$ cat src/sv/aete_pkg.sv
// Package with the types, codes and helper functions of the alignment event tag encoder.
package aete_pkg;

  localparam logic [2:0] KIND_MATCH    = 3'd0;
  localparam logic [2:0] KIND_MISMATCH = 3'd1;
  localparam logic [2:0] KIND_INSERT   = 3'd2;
  localparam logic [2:0] KIND_DELETE   = 3'd3;
  localparam logic [2:0] KIND_CLIP     = 3'd4;

  localparam logic [2:0] OP_M = 3'd0;
  localparam logic [2:0] OP_I = 3'd1;
  localparam logic [2:0] OP_D = 3'd2;
  localparam logic [2:0] OP_S = 3'd4;

  localparam logic [1:0] RK_CIGAR = 2'd0;
  localparam logic [1:0] RK_MD    = 2'd1;
  localparam logic [1:0] RK_NM    = 2'd2;

  localparam logic [7:0] ASCII_ZERO  = 8'h30;
  localparam logic [7:0] ASCII_CARET = 8'h5E;

  localparam int unsigned LEN_FIELD_W = 16;
  localparam int unsigned NM_W        = 16;
  localparam int unsigned BCD_DIGITS  = 5;
  localparam int unsigned BCD_W       = 4 * BCD_DIGITS;
  localparam int unsigned IDX_W       = $clog2(BCD_DIGITS);

  typedef enum logic [2:0] {
    S_IDLE,
    S_CHG,
    S_NUM,
    S_SYM,
    S_BASE,
    S_FINW,
    S_NM
  } aete_state_e;

  typedef struct packed {
    logic load;
    logic take;
  } aete_dec_ctrl_t;

  typedef struct packed {
    logic       digit_valid;
    logic [3:0] digit;
    logic       last_digit;
  } aete_dec_stat_t;

  function automatic logic [7:0] base_letter(input logic [1:0] base);
    logic [7:0] ch;
    case (base)
      2'd0:    ch = 8'h41;
      2'd1:    ch = 8'h43;
      2'd2:    ch = 8'h47;
      default: ch = 8'h54;
    endcase
    return ch;
  endfunction

  function automatic logic [2:0] op_of(input logic [2:0] kind);
    logic [2:0] op;
    case (kind)
      KIND_MATCH, KIND_MISMATCH: op = OP_M;
      KIND_INSERT:               op = OP_I;
      KIND_DELETE:               op = OP_D;
      default:                   op = OP_S;
    endcase
    return op;
  endfunction

endpackage

$ cat src/sv/aete_if.sv
// Handshake interfaces for the event input and the result output of the tag encoder.
interface aete_in_if;
  logic       valid;
  logic       ready;
  logic [2:0] event_kind;
  logic [1:0] ref_base;
  logic       last_event;

  modport source (output valid, output event_kind, output ref_base, output last_event,
                  input ready);
  modport sink (input valid, input event_kind, input ref_base, input last_event,
                output ready);
endinterface

interface aete_out_if;
  logic        valid;
  logic        ready;
  logic [1:0]  result_kind;
  logic [19:0] cigar_word;
  logic [7:0]  md_char;
  logic [15:0] edit_distance;
  logic        last;

  modport source (output valid, output result_kind, output cigar_word, output md_char,
                  output edit_distance, output last, input ready);
  modport sink (input valid, input result_kind, input cigar_word, input md_char,
                input edit_distance, input last, output ready);
endinterface

$ cat src/sv/alignment_event_tag_encoder.sv
// Top level of the alignment event tag encoder: CIGAR words, MD text and NM from events.
//
//   Channel  Direction  Handshake          Contents
//   in_i     sink       valid/ready        event_kind, ref_base, last_event
//   out_o    source     valid/ready        result_kind, cigar_word, md_char,
//                                          edit_distance, last
//
// A match or insertion that neither changes the CIGAR operation nor ends the read
// is taken without a result. A decimal count of W = min(RUN_WIDTH, 16) bits comes from
// the shared serial decimal converter: it shifts in one bit per cycle, then walks its
// five digits one per cycle, skips leading zeros and holds a shown digit until taken.
// The end of a read adds the final word, the closing count and the NM result.
// Reset clears all counters; any cycle with out_o.ready low holds the current result.
module alignment_event_tag_encoder #(
  parameter int unsigned RUN_WIDTH = 16
) (
  input  logic       clk_i,
  input  logic       rst_ni,
  aete_in_if.sink    in_i,
  aete_out_if.source out_o
);
  import aete_pkg::*;

  localparam int unsigned CW = (RUN_WIDTH < LEN_FIELD_W) ? RUN_WIDTH : LEN_FIELD_W;

  aete_state_e    state_q, state_d;
  aete_dec_ctrl_t dec_ctrl;
  aete_dec_stat_t dec_stat;

  logic [2:0]      prev_op_q;
  logic            have_prev_q;
  logic [CW-1:0]   run_q;
  logic [CW-1:0]   md_run_q;
  logic            in_del_q;
  logic [NM_W-1:0] diff_q;
  logic            mism_q, del_q, num_q, fin_q, fin_phase_q;
  logic [1:0]      base_q;
  logic [19:0]     chg_word_q;
  logic [CW-1:0]   num_val_q;
  logic [CW-1:0]   dec_value;

  logic [2:0] kind;
  logic [2:0] op;
  logic       is_match, is_mism, is_ins, is_del, del_start, need_num, chg;
  logic       in_acc, out_hs, out_valid;

  assign kind      = (in_i.event_kind > KIND_CLIP) ? KIND_CLIP : in_i.event_kind;
  assign op        = op_of(kind);
  assign is_match  = (kind == KIND_MATCH);
  assign is_mism   = (kind == KIND_MISMATCH);
  assign is_ins    = (kind == KIND_INSERT);
  assign is_del    = (kind == KIND_DELETE);
  assign del_start = is_del && !in_del_q;
  assign need_num  = is_mism || del_start;
  assign chg       = have_prev_q && (op != prev_op_q);

  assign in_i.ready = (state_q == S_IDLE);
  assign in_acc     = in_i.valid && in_i.ready;
  assign out_o.valid = out_valid;
  assign out_hs     = out_valid && out_o.ready;

  always_comb begin
    state_d = state_q;
    case (state_q)
      S_IDLE: begin
        if (in_acc) begin
          if (chg) begin
            state_d = S_CHG;
          end else if (need_num) begin
            state_d = S_NUM;
          end else if (is_del) begin
            state_d = S_BASE;
          end else if (in_i.last_event) begin
            state_d = S_FINW;
          end
        end
      end
      S_CHG: begin
        if (out_hs) begin
          if (num_q) begin
            state_d = S_NUM;
          end else if (del_q) begin
            state_d = S_BASE;
          end else if (fin_q) begin
            state_d = S_FINW;
          end else begin
            state_d = S_IDLE;
          end
        end
      end
      S_NUM: begin
        if (out_hs && dec_stat.last_digit) begin
          state_d = fin_phase_q ? S_NM : S_SYM;
        end
      end
      S_SYM: begin
        if (out_hs) begin
          if (del_q) begin
            state_d = S_BASE;
          end else if (fin_q) begin
            state_d = S_FINW;
          end else begin
            state_d = S_IDLE;
          end
        end
      end
      S_BASE: begin
        if (out_hs) begin
          state_d = fin_q ? S_FINW : S_IDLE;
        end
      end
      S_FINW: begin
        if (out_hs) begin
          state_d = S_NUM;
        end
      end
      S_NM: begin
        if (out_hs) begin
          state_d = S_IDLE;
        end
      end
      default: state_d = S_IDLE;
    endcase
  end

  always_comb begin
    out_valid           = 1'b0;
    out_o.result_kind   = RK_CIGAR;
    out_o.cigar_word    = '0;
    out_o.md_char       = '0;
    out_o.edit_distance = '0;
    out_o.last          = 1'b0;
    dec_ctrl.load       = 1'b0;
    dec_ctrl.take       = 1'b0;
    dec_value           = num_val_q;
    case (state_q)
      S_IDLE: begin
        dec_value     = md_run_q;
        dec_ctrl.load = in_acc && !chg && need_num;
      end
      S_CHG: begin
        out_valid        = 1'b1;
        out_o.cigar_word = chg_word_q;
        dec_ctrl.load    = out_hs && num_q;
      end
      S_NUM: begin
        out_valid         = dec_stat.digit_valid;
        out_o.result_kind = RK_MD;
        out_o.md_char     = ASCII_ZERO + {4'd0, dec_stat.digit};
        dec_ctrl.take     = out_hs;
      end
      S_SYM: begin
        out_valid         = 1'b1;
        out_o.result_kind = RK_MD;
        out_o.md_char     = del_q ? ASCII_CARET : base_letter(base_q);
      end
      S_BASE: begin
        out_valid         = 1'b1;
        out_o.result_kind = RK_MD;
        out_o.md_char     = base_letter(base_q);
      end
      S_FINW: begin
        out_valid        = 1'b1;
        out_o.cigar_word = {LEN_FIELD_W'(run_q), 1'b0, prev_op_q};
        dec_value        = md_run_q;
        dec_ctrl.load    = out_hs;
      end
      S_NM: begin
        out_valid           = 1'b1;
        out_o.result_kind   = RK_NM;
        out_o.edit_distance = diff_q;
        out_o.last          = 1'b1;
      end
      default: out_valid = 1'b0;
    endcase
  end

  always_ff @(posedge clk_i or negedge rst_ni) begin
    if (!rst_ni) begin
      state_q     <= S_IDLE;
      prev_op_q   <= OP_M;
      have_prev_q <= 1'b0;
      run_q       <= '0;
      md_run_q    <= '0;
      in_del_q    <= 1'b0;
      diff_q      <= '0;
      mism_q      <= 1'b0;
      del_q       <= 1'b0;
      num_q       <= 1'b0;
      fin_q       <= 1'b0;
      fin_phase_q <= 1'b0;
    end else begin
      state_q <= state_d;
      if (in_acc) begin
        prev_op_q   <= op;
        have_prev_q <= 1'b1;
        if (chg) begin
          run_q <= CW'(1);
        end else if (run_q != '1) begin
          run_q <= run_q + 1'b1;
        end
        if (is_match) begin
          if (md_run_q != '1) begin
            md_run_q <= md_run_q + 1'b1;
          end
        end else if (need_num) begin
          md_run_q <= '0;
        end
        if (is_match || is_mism) begin
          in_del_q <= 1'b0;
        end else if (is_del) begin
          in_del_q <= 1'b1;
        end
        if ((is_mism || is_ins || is_del) && (diff_q != '1)) begin
          diff_q <= diff_q + 1'b1;
        end
        mism_q      <= is_mism;
        del_q       <= is_del;
        num_q       <= need_num;
        fin_q       <= in_i.last_event;
        fin_phase_q <= 1'b0;
      end else if ((state_q == S_FINW) && out_hs) begin
        fin_phase_q <= 1'b1;
      end else if ((state_q == S_NM) && out_hs) begin
        prev_op_q   <= OP_M;
        have_prev_q <= 1'b0;
        run_q       <= '0;
        md_run_q    <= '0;
        in_del_q    <= 1'b0;
        diff_q      <= '0;
        fin_phase_q <= 1'b0;
      end
    end
  end

  always_ff @(posedge clk_i) begin
    if (in_acc) begin
      base_q     <= in_i.ref_base;
      chg_word_q <= {LEN_FIELD_W'(run_q), 1'b0, prev_op_q};
      num_val_q  <= md_run_q;
    end
  end

  aete_dec_serial #(
    .VAL_WIDTH(CW)
  ) u_dec (
    .clk_i  (clk_i),
    .rst_ni (rst_ni),
    .ctrl_i (dec_ctrl),
    .value_i(dec_value),
    .stat_o (dec_stat)
  );

  assert property (@(posedge clk_i) disable iff (!rst_ni)
    in_acc |-> !out_valid)
    else $error("An event was taken while a result was offered.");

  assert property (@(posedge clk_i) disable iff (!rst_ni)
    (out_valid && (out_o.result_kind == RK_CIGAR)) |-> (out_o.cigar_word[19:4] != '0))
    else $error("A CIGAR word with a zero run length was offered.");

  assert property (@(posedge clk_i) disable iff (!rst_ni)
    ((state_q == S_NM) && out_hs) |=> (diff_q == '0) && !have_prev_q && (run_q == '0))
    else $error("Read state was not cleared after the edit distance transaction.");

  assert property (@(posedge clk_i) disable iff (!rst_ni)
    (dec_stat.digit_valid && (state_q == S_NUM)) |-> (dec_stat.digit <= 4'd9))
    else $error("The decimal converter produced a digit above nine.");

  assert property (@(posedge clk_i) disable iff (!rst_ni)
    ((state_q == S_SYM) && out_hs) |-> (mism_q || del_q))
    else $error("A symbol was sent for an event that is neither mismatch nor deletion.");

endmodule

$ cat src/sv/aete_dec_serial.sv
// Bit-serial binary to decimal converter that hands out digits one per cycle while they are taken.
module aete_dec_serial #(
  parameter int unsigned VAL_WIDTH = 16
) (
  input  logic                     clk_i,
  input  logic                     rst_ni,
  input  aete_pkg::aete_dec_ctrl_t ctrl_i,
  input  logic [VAL_WIDTH-1:0]     value_i,
  output aete_pkg::aete_dec_stat_t stat_o
);
  import aete_pkg::*;

  localparam int unsigned CNT_W = $clog2(VAL_WIDTH + 1);

  logic [VAL_WIDTH-1:0] bin_q, bin_d;
  logic [BCD_W-1:0]     bcd_q, bcd_d;
  logic [BCD_W-1:0]     adj;
  logic [CNT_W-1:0]     cnt_q, cnt_d;
  logic [IDX_W-1:0]     idx_q, idx_d;
  logic                 seen_q, seen_d;
  logic                 conv_q, conv_d;
  logic                 emit_q, emit_d;
  logic [3:0]           top;
  logic                 show;

  assign top  = bcd_q[BCD_W-1 -: 4];
  assign show = (top != 4'd0) || seen_q || (idx_q == '0);

  always_comb begin
    for (int i = 0; i < BCD_DIGITS; i++) begin
      if (bcd_q[4*i +: 4] >= 4'd5) begin
        adj[4*i +: 4] = bcd_q[4*i +: 4] + 4'd3;
      end else begin
        adj[4*i +: 4] = bcd_q[4*i +: 4];
      end
    end
  end

  always_comb begin
    bin_d  = bin_q;
    bcd_d  = bcd_q;
    cnt_d  = cnt_q;
    idx_d  = idx_q;
    seen_d = seen_q;
    conv_d = conv_q;
    emit_d = emit_q;
    if (ctrl_i.load) begin
      bin_d  = value_i;
      bcd_d  = '0;
      cnt_d  = CNT_W'(VAL_WIDTH);
      conv_d = 1'b1;
      emit_d = 1'b0;
    end else if (conv_q) begin
      bcd_d = {adj[BCD_W-2:0], bin_q[VAL_WIDTH-1]};
      bin_d = {bin_q[VAL_WIDTH-2:0], 1'b0};
      cnt_d = cnt_q - 1'b1;
      if (cnt_q == CNT_W'(1)) begin
        conv_d = 1'b0;
        emit_d = 1'b1;
        idx_d  = IDX_W'(BCD_DIGITS - 1);
        seen_d = 1'b0;
      end
    end else if (emit_q && (!show || ctrl_i.take)) begin
      bcd_d = {bcd_q[BCD_W-5:0], 4'd0};
      idx_d = idx_q - 1'b1;
      if (show) begin
        seen_d = 1'b1;
      end
      if (idx_q == '0) begin
        emit_d = 1'b0;
      end
    end
  end

  always_ff @(posedge clk_i or negedge rst_ni) begin
    if (!rst_ni) begin
      conv_q <= 1'b0;
      emit_q <= 1'b0;
      cnt_q  <= '0;
      idx_q  <= '0;
      seen_q <= 1'b0;
    end else begin
      conv_q <= conv_d;
      emit_q <= emit_d;
      cnt_q  <= cnt_d;
      idx_q  <= idx_d;
      seen_q <= seen_d;
    end
  end

  always_ff @(posedge clk_i) begin
    bin_q <= bin_d;
    bcd_q <= bcd_d;
  end

  assign stat_o.digit_valid = emit_q && show;
  assign stat_o.digit       = top;
  assign stat_o.last_digit  = (idx_q == '0);

endmodule
$ cat src/flat_wrapper.sv
// flat-port wrapper written by rule: the top's interface ports become plain ports
module alignment_event_tag_encoder_flat import aete_pkg::*;
#(
  parameter int unsigned RUN_WIDTH = 16
)
  (clk_i, rst_ni, in_i_valid, in_i_event_kind, in_i_ref_base, in_i_last_event, in_i_ready, out_o_valid, out_o_result_kind, out_o_cigar_word, out_o_md_char, out_o_edit_distance, out_o_last, out_o_ready);
  aete_in_if in_i_i ();
  aete_out_if out_o_i ();
  input  logic clk_i;
  input  logic rst_ni;
  input wire logic [$bits(in_i_i.valid)-1:0] in_i_valid;
  input wire logic [$bits(in_i_i.event_kind)-1:0] in_i_event_kind;
  input wire logic [$bits(in_i_i.ref_base)-1:0] in_i_ref_base;
  input wire logic [$bits(in_i_i.last_event)-1:0] in_i_last_event;
  output wire logic [$bits(in_i_i.ready)-1:0] in_i_ready;
  output wire logic [$bits(out_o_i.valid)-1:0] out_o_valid;
  output wire logic [$bits(out_o_i.result_kind)-1:0] out_o_result_kind;
  output wire logic [$bits(out_o_i.cigar_word)-1:0] out_o_cigar_word;
  output wire logic [$bits(out_o_i.md_char)-1:0] out_o_md_char;
  output wire logic [$bits(out_o_i.edit_distance)-1:0] out_o_edit_distance;
  output wire logic [$bits(out_o_i.last)-1:0] out_o_last;
  input wire logic [$bits(out_o_i.ready)-1:0] out_o_ready;
  assign in_i_i.valid = in_i_valid;
  assign in_i_i.event_kind = in_i_event_kind;
  assign in_i_i.ref_base = in_i_ref_base;
  assign in_i_i.last_event = in_i_last_event;
  assign in_i_ready = in_i_i.ready;
  assign out_o_valid = out_o_i.valid;
  assign out_o_result_kind = out_o_i.result_kind;
  assign out_o_cigar_word = out_o_i.cigar_word;
  assign out_o_md_char = out_o_i.md_char;
  assign out_o_edit_distance = out_o_i.edit_distance;
  assign out_o_last = out_o_i.last;
  assign out_o_i.ready = out_o_ready;
  alignment_event_tag_encoder #(.RUN_WIDTH(RUN_WIDTH)) u_core (.clk_i(clk_i), .rst_ni(rst_ni), .in_i(in_i_i), .out_o(out_o_i));
endmodule
$ cat config.mk
export PLATFORM = sky130hd
export DESIGN_NAME = alignment_event_tag_encoder_flat
export DESIGN_NICKNAME = d
export VERILOG_FILES = /design/src/sv/aete_pkg.sv /design/src/sv/aete_if.sv /design/src/sv/alignment_event_tag_encoder.sv /design/src/sv/aete_dec_serial.sv /design/src/flat_wrapper.sv
export SDC_FILE = /design/constraint.sdc
export NUM_CORES = 1
export LEC_CHECK = 0
export BUFFER_PORTS_ARGS = -buffer_cell sky130_fd_sc_hd__clkbuf_2
export CAP_MARGIN = 20
export CORE_MARGIN = 2
export CORE_UTILIZATION = 25
export CTS_BUF_LIST = sky130_fd_sc_hd__clkbuf_4
export DETAILED_ROUTE_END_ITERATION = 16
export SKIP_LAST_GASP = 1
export SLEW_MARGIN = 20
export SYNTH_ARGS = -nofsm -noshare
export SYNTH_HDL_FRONTEND = slang
export SYNTH_SLANG_ARGS = --single-unit
$ cat constraint.sdc
create_clock -name clk_i -period 3.4 [get_ports clk_i]
set_input_delay 0.34 -clock clk_i [delete_from_list [all_inputs] [get_ports clk_i]]
set_output_delay 0.34 -clock clk_i [all_outputs]
set_load 0.005 [all_outputs]
==> impl_metrics.csv, run 1 <==
group,metric,value,unit
critical_path,worstPathMaxFanout,36,
drt,drt_wl_total,19.6,mm
clock_tree,cts-htree-levels,4,
critical_path,critPathSlowestCell,"and2_1",
drt,drt_pass1_iterations,5,
sta,worst_pin_slew,1020,ps
placement,dpl.hpwl,13.3,mm
yosys,ys_seq_area_frac,0.471,
critical_path,crit_start,"u_core.state_q[1]",
layout,area_delta_synth_final,13.4,%
yosys,synth_area_leaders,"dfrtp_1 22%, edfxtp_1 20%, dfxtp_1 5.0%, mux2_2 3.9%, ha_1 3.1%",
yosys,synth-compound-area-share,0.185,
yosys,synth_warnings,0,
yosys,synth_top_cell_by_area,"dfrtp_1",
grt,grt_pass1_vias,6162,
critical_path,worstSetupPathType,"flip-flop to output port",
critical_path,r2r_start,"u_core.state_q[2]",
layout,drive_above_1_share,0.175,
pwr,p_clk_frac,0.169,
clock_tree,cts_setup_buffers,0,
pwr,leakagePower,0.00381,µW
layout,final_area,9060,µm²
yosys,synth-adder-area-share,0.0313,
clock_tree,root_buffer,"clkbuf_4",
status,status,"finished, final reports clean",
pwr,seqPwrFrac,0.427,
yosys,synth_common_cells,"71 x dfrtp_1, 62 x nand2_1, 53 x edfxtp_1",
drt,drt_iter0_drc,390,
layout,final_nets,881,
yosys,ys_ff_latch,144,
placement,placed_cell_area,8730,µm²
sta,rsz0062_at_grt,"no",
clock_tree,cts.sinks,144,
drt,num_vias,6496,
yosys,synth_xor_area_frac,0.0197,
pwr,p_sw,2680,µW
critical_path,crit_path_end_kind,"output port",
die,die_x,183,µm
critical_path,critPathBufInv,2,
layout,fill_cells,3273,
sta,fmax,338,MHz
die,die_h,183,µm
grt,grtUsageTotal,0.119,
drt,ant_nets,0,
grt,antenna_found_initial,1,
yosys,yosysUniqueCellTypes,74,
drt,routed.top_layer,"met4",
critical_path,cpPeakStageDelay,710,ps
yosys,synth.most_common_cell,"dfrtp_1",
sta,final.min_clock_period,2960,ps
yosys,synth.area.mux_share,0.0588,
pwr,ir_drop,0.000215,V
clock_tree,clock_path_buffers,2,
sta,slew_viol_final,0,
yosys,synth_ff_type,"dfrtp_1",
yosys,yosys.area_share.simple,0.194,
grt,grt_max_degree,72,
pwr,p_sw_frac,0.397,
critical_path,cp_data_required_time,3060,ps
clock_tree,clk_pin_slew_worst_paths,120,ps
die,core,31600,µm²
grt,grt_pass1_wl,32.2,mm
clock_tree,cts_tree,"yes",
pwr,pwr-share-comb,0.404,
die,rows,65,
placement,io_buffers,56,
pwr,power.density,744,nW/µm²
clock_tree,numCtsBuffers,17,
drt,vias_per_cell,5.13,
die,initial_core_util,0.253,
drt,wl_met3,556,µm
critical_path,rrSetupSlack,550,ps
clock_tree,clock_latency,570,ps
yosys,synth_top_area_share,0.222,
sta,tns,0,ps
drt,wl_met2,9.19,mm
pwr,internal-power,4070,µW
drt,drc,0,
yosys,synth_top_family_by_area,"simple AND/OR/NAND/NOR gates",
drt,drt-met1-wl,9.51,mm
critical_path,cp_top_family,"simple AND/OR/NAND/NOR gates",
sta,period_share,0.870,
critical_path,start_kind,"flip-flop",
critical_path,crit_arrival,2620,ps
drt,wl_per_cell,15.5,µm
yosys,syn_avg_cell_area,9.98,µm²
yosys,postSynth.asyncResetShare,0.493,
yosys,netlist_area,8000,µm²
yosys,synth-edff-count,53,
die,ioPinCount,59,
sta,setup_viol,0,
critical_path,cp_cell_sequence,"buf_4 -> nor2b_1 -> and2_1 -> a22o_1 -> clkbuf_2",
yosys,postSynthCellCount,801,
grt,grt_remaining_overflow,0,
sta,hold_viol_final,0,
placement,gp_congestion,0.795,
sta,relSlewSlack,0.319,
die,die_area,33400,µm²
min_path,hp-class,"input pin to flip-flop",
job,drv_cap,0,
sta,finClkSkew,21.2,ps
min_path,hp-start,"in_i_event_kind[2]",
-- placed cells by master, fill, tap and decap left out, types with 23 or more instances in the layout --
master    Yosys  routed
o21ai_0      23      23
nor2_1       50      50
nand2_1      62      62
dfrtp_1      71      71
edfxtp_1     53      53
inv_1        26      26
a21oi_1      49      49
clkbuf_2      0      55
mux2_2       28      28
and3_1       33      33
nand3_1      35      35
-- path summary, 6_finish.rpt --
kind                                          end  cells past startpoint
setup / recovery             out_o_cigar_word[17]                      5
hold / removal                u_core.prev_op_q[2]                      3
setup reg to reg                u_core.diff_q[15]                      6
hold reg to reg            u_core.u_dec.bcd_q[15]                      2
max in group asynchronous         u_core.run_q[7]                      2
min in group asynchronous        u_core.diff_q[8]                      2
-- power by group through the flow --
stage / sequential [µW] / clock, µW / combinational (µW)
after floorplan: 2710 / 0 / 2110
after global placement: 2900 / 0 / 2680
after detailed placement: 2910 / 0 / 2720
after CTS: 2870 / 1180 / 2750
after global routing: 2960 / 1250 / 3070
final: 2880 / 1140 / 2730
-- tightest hold or removal path, delay by kind of cell --
| family | cells | cell delay [ps] |
|---|---|---|
| buffers and inverters | 1 | 190 |
| AND/OR/NAND/NOR | 2 | 140 |
-- through the flow --
stage,setup WS (ps),cells,power (µW),utilization,hold WS [ps]
finish,442,1267,6750,0.287,139
global route,232,1267,7280,0.287,117
CTS,366,1266,6810,0.287,85.2
detailed placement,582,1230,5630,0.277,491
global placement,605,1230,5580,0.277,484
floorplan,727,802,4820,-,44.4
-- logic make-up after synthesis --
logic type	after synthesis
compound gates	210
xor+xnor	18
fa+ha+maj	20
buf+inv	77
flops	144
mux	43
other cells	1
simple gates	288
-- flip-flops by register name, summed over array words and instances (netlist names), 2 cells and up --
name                count
u_core.u_dec.bcd_q     20
u_core.md_run_q        16
u_core.state_q          3
u_core.run_q           16
u_core.u_dec.cnt_q      5
u_core.prev_op_q        3
u_core.num_val_q       16
u_core.chg_word_q      19
u_core.u_dec.idx_q      3
u_core.u_dec.bin_q     16
u_core.diff_q          16
u_core.base_q           2
-- area by class of cell --
cell class	instances	area, µm²	area share
multi-input cells	581	3920	0.433
repair buffers	80	473	0.0522
diodes	1	2.50	0.000276
inverters	27	106	0.0117
flip-flops and latches	144	3770	0.416
clock inverters	14	155	0.0171
well taps	402	503	0.0555
clock buffers	18	135	0.0149
-- per-layer routing --
layer | global-route usage | vias up
li1 | - | 3139
met1 | 0.159 | 3215
met2 | 0.192 | 115
met3 | 0.0258 | 27
met4 | 0.0390 | 0
met5 | 0 | -
-- repair_timing --
item | in CTS | in global routing
hold endpoints to repair | 74 | 0
resized for setup | 0 | 0
hold buffers | 4 | 0
No activity file was read; power rests on OpenSTA's default activity.
==> inputs of run 2 (changes only) <==
- REMOVE_ABC_BUFFERS: not set -> 1
==> run 2 against run 1 <==
Compared with the run above: first-iteration DRC count is 17% higher; final cell count is 0.24% higher; register-to-register slack better by 70 ps; critical path depth stayed put; sequential share of layout area is 0.14 points higher.
==> impl_metrics.csv, run 2 (synthesis results as in run 1) <==
group,metric,value,unit
min_path,hp-class,"input pin to flip-flop",
sta,tns,0,ps
grt,grt_max_degree,72,
clock_tree,clock_path_buffers,2,
critical_path,start_kind,"flip-flop",
critical_path,cp_data_required_time,3060,ps
die,die_area,33400,µm²
grt,antenna_found_initial,1,
critical_path,cp_cell_sequence,"buf_4 -> nor2b_1 -> and2_1 -> a22o_1 -> clkbuf_2",
die,ioPinCount,59,
pwr,power.density,736,nW/µm²
placement,dpl.hpwl,13.7,mm
grt,grt_remaining_overflow,0,
drt,ant_nets,0,
layout,drive_above_1_share,0.179,
critical_path,critPathBufInv,2,
critical_path,crit_path_end_kind,"output port",
critical_path,crit_arrival,2720,ps
sta,period_share,0.900,
critical_path,worst-r2r-cell-count,6,
drt,drt_iter0_drc,456,
sta,rsz0062_at_grt,"no",
die,die_x,183,µm
drt,wl_per_cell,15.8,µm
clock_tree,cts-htree-levels,4,
clock_tree,post_cts_resize_count,0,
clock_tree,root_buffer,"clkbuf_4",
grt,grt_pass1_wl,33.1,mm
job,drv_cap,0,
layout,final_common_cell,"dfrtp_1",
die,core,31600,µm²
sta,hold_viol_final,0,
clock_tree,cts.sinks,144,
grt,grt_pass1_vias,6250,
layout,largest_reg_flops,20,
sta,worst_pin_slew,989,ps
drt,vias_per_cell,5.10,
die,die_h,183,µm
layout,reg_top3,"u_core.u_dec.bcd_q x20, u_core.chg_word_q x19",
sta,final.min_clock_period,3060,ps
pwr,ir_drop,0.000245,V
critical_path,cp_top_family,"simple AND/OR/NAND/NOR gates",
clock_tree,numCtsBuffers,17,
layout,fill_cells,3324,
sta,relSlewSlack,0.341,
critical_path,cpPeakStageDelay,720,ps
drt,drt_wl_total,20.1,mm
layout,regMostFlops,"u_core.u_dec.bcd_q",
sta,finClkSkew,26.4,ps
layout,fin_cells,1270,
placement,gp_congestion,0.806,
critical_path,worstPathMaxFanout,31,
clock_tree,cts_tree,"yes",
critical_path,rrSetupSlack,620,ps
clock_tree,clock_latency,550,ps
critical_path,path_depth,5,
drt,drt_pass1_iterations,4,
die,rows,65,
layout,final_cell_mix,"71 x dfrtp_1, 62 x nand2_1, 55 x clkbuf_2, 53 x edfxtp_1, 50 x nor2_1",
clock_tree,clk_pin_slew_worst_paths,120,ps
critical_path,crit_path_end,"out_o_cigar_word[2]",
critical_path,r2r_start,"u_core.state_q[1]",
pwr,leakagePower,0.00379,µW
sta,fmax,327,MHz
critical_path,critPathSlowestCell,"and2_1",
critical_path,worstSetupPathType,"flip-flop to output port",
drt,drc,0,
critical_path,timing.rr.end,"u_core.diff_q[15]",
drt,num_vias,6478,
sta,slew_viol_final,0,
sta,setup_viol,0,
layout,final_nets,884,
layout,area_delta_synth_final,13.0,%
status,status,"finished, final reports clean",
grt,grtUsageTotal,0.122,
die,initial_core_util,0.253,
placement,place_inst,1234,
critical_path,crit_start,"u_core.state_q[1]",
placement,io_buffers,56,
-- run 2: final cells by class --
type                       count  area (µm²)  share of cell area
clock buffer                  17         128              0.0141
sequential                   144        3770               0.417
antenna                        1        2.50            0.000277
tap                          402         503              0.0557
multi-input combinational    581        3930               0.434
timing repair buffer          83         493              0.0546
clock inverter                15         108              0.0119
inverter                      27         106              0.0118
-- run 2: worst register-to-register path, stage by stage (launching register included) --
cell	delay, ps
dfrtp_1	480
or4b_4	570
clkinv_4	250
o21ai_2	160
or4_1	660
or4_1	450
a21oi_1	150
-- run 2: per-stage QoR --
step                      worst slack (ps)  power [µW]  hold WS, ps  utilization  instance area (µm²)
final                                  340        6650         75.0        0.286                 9030
after global routing                   146        7190         48.9        0.286                 9030
after CTS                              289        6690         25.7        0.286                 9030
after detailed placement               644        5690          500        0.278                 8760
after global placement                 664        5620          491        0.278                 8760
after floorplan                       33.2        4740         44.4            -                 7790
-- run 2: worst min path at each step --
stage	to	slack, ps	depth (start not counted)	from
4_1_cts	u_core.fin_q	30	3	in_i_last_event
3_5_place_dp	u_core.u_dec.idx_q[1]	500	1	u_core.u_dec.idx_q[1]
2_1_floorplan	u_core.del_q	40	0	rst_ni
6_report	u_core.fin_q	70	3	in_i_last_event
5_1_grt	u_core.fin_q	50	3	in_i_last_event
3_3_place_gp	u_core.u_dec.seen_q	490	1	u_core.u_dec.seen_q
-- run 2: per-layer routing --
| layer | GRT usage | wire, µm |
|---|---|---|
| met1 | 0.165 | 9670 |
| met2 | 0.200 | 9520 |
| met3 | 0.0240 | 629 |
| met4 | 0.0336 | 269 |
| met5 | 0 | 0 |
-- run 2: timing repair --
item	4_1_cts	5_1_grt
setup buffers	0	0
endpoints found under the setup margin	0	0
hold buffers	3	0
hold endpoints to repair	73	0
-- run 2: where the power goes --
part	internal, µW	total [µW]	switching (µW)
combinational	1250	2800	1550
clock	294	979	686
sequential	2390	2870	482
total	3930	6650	2720
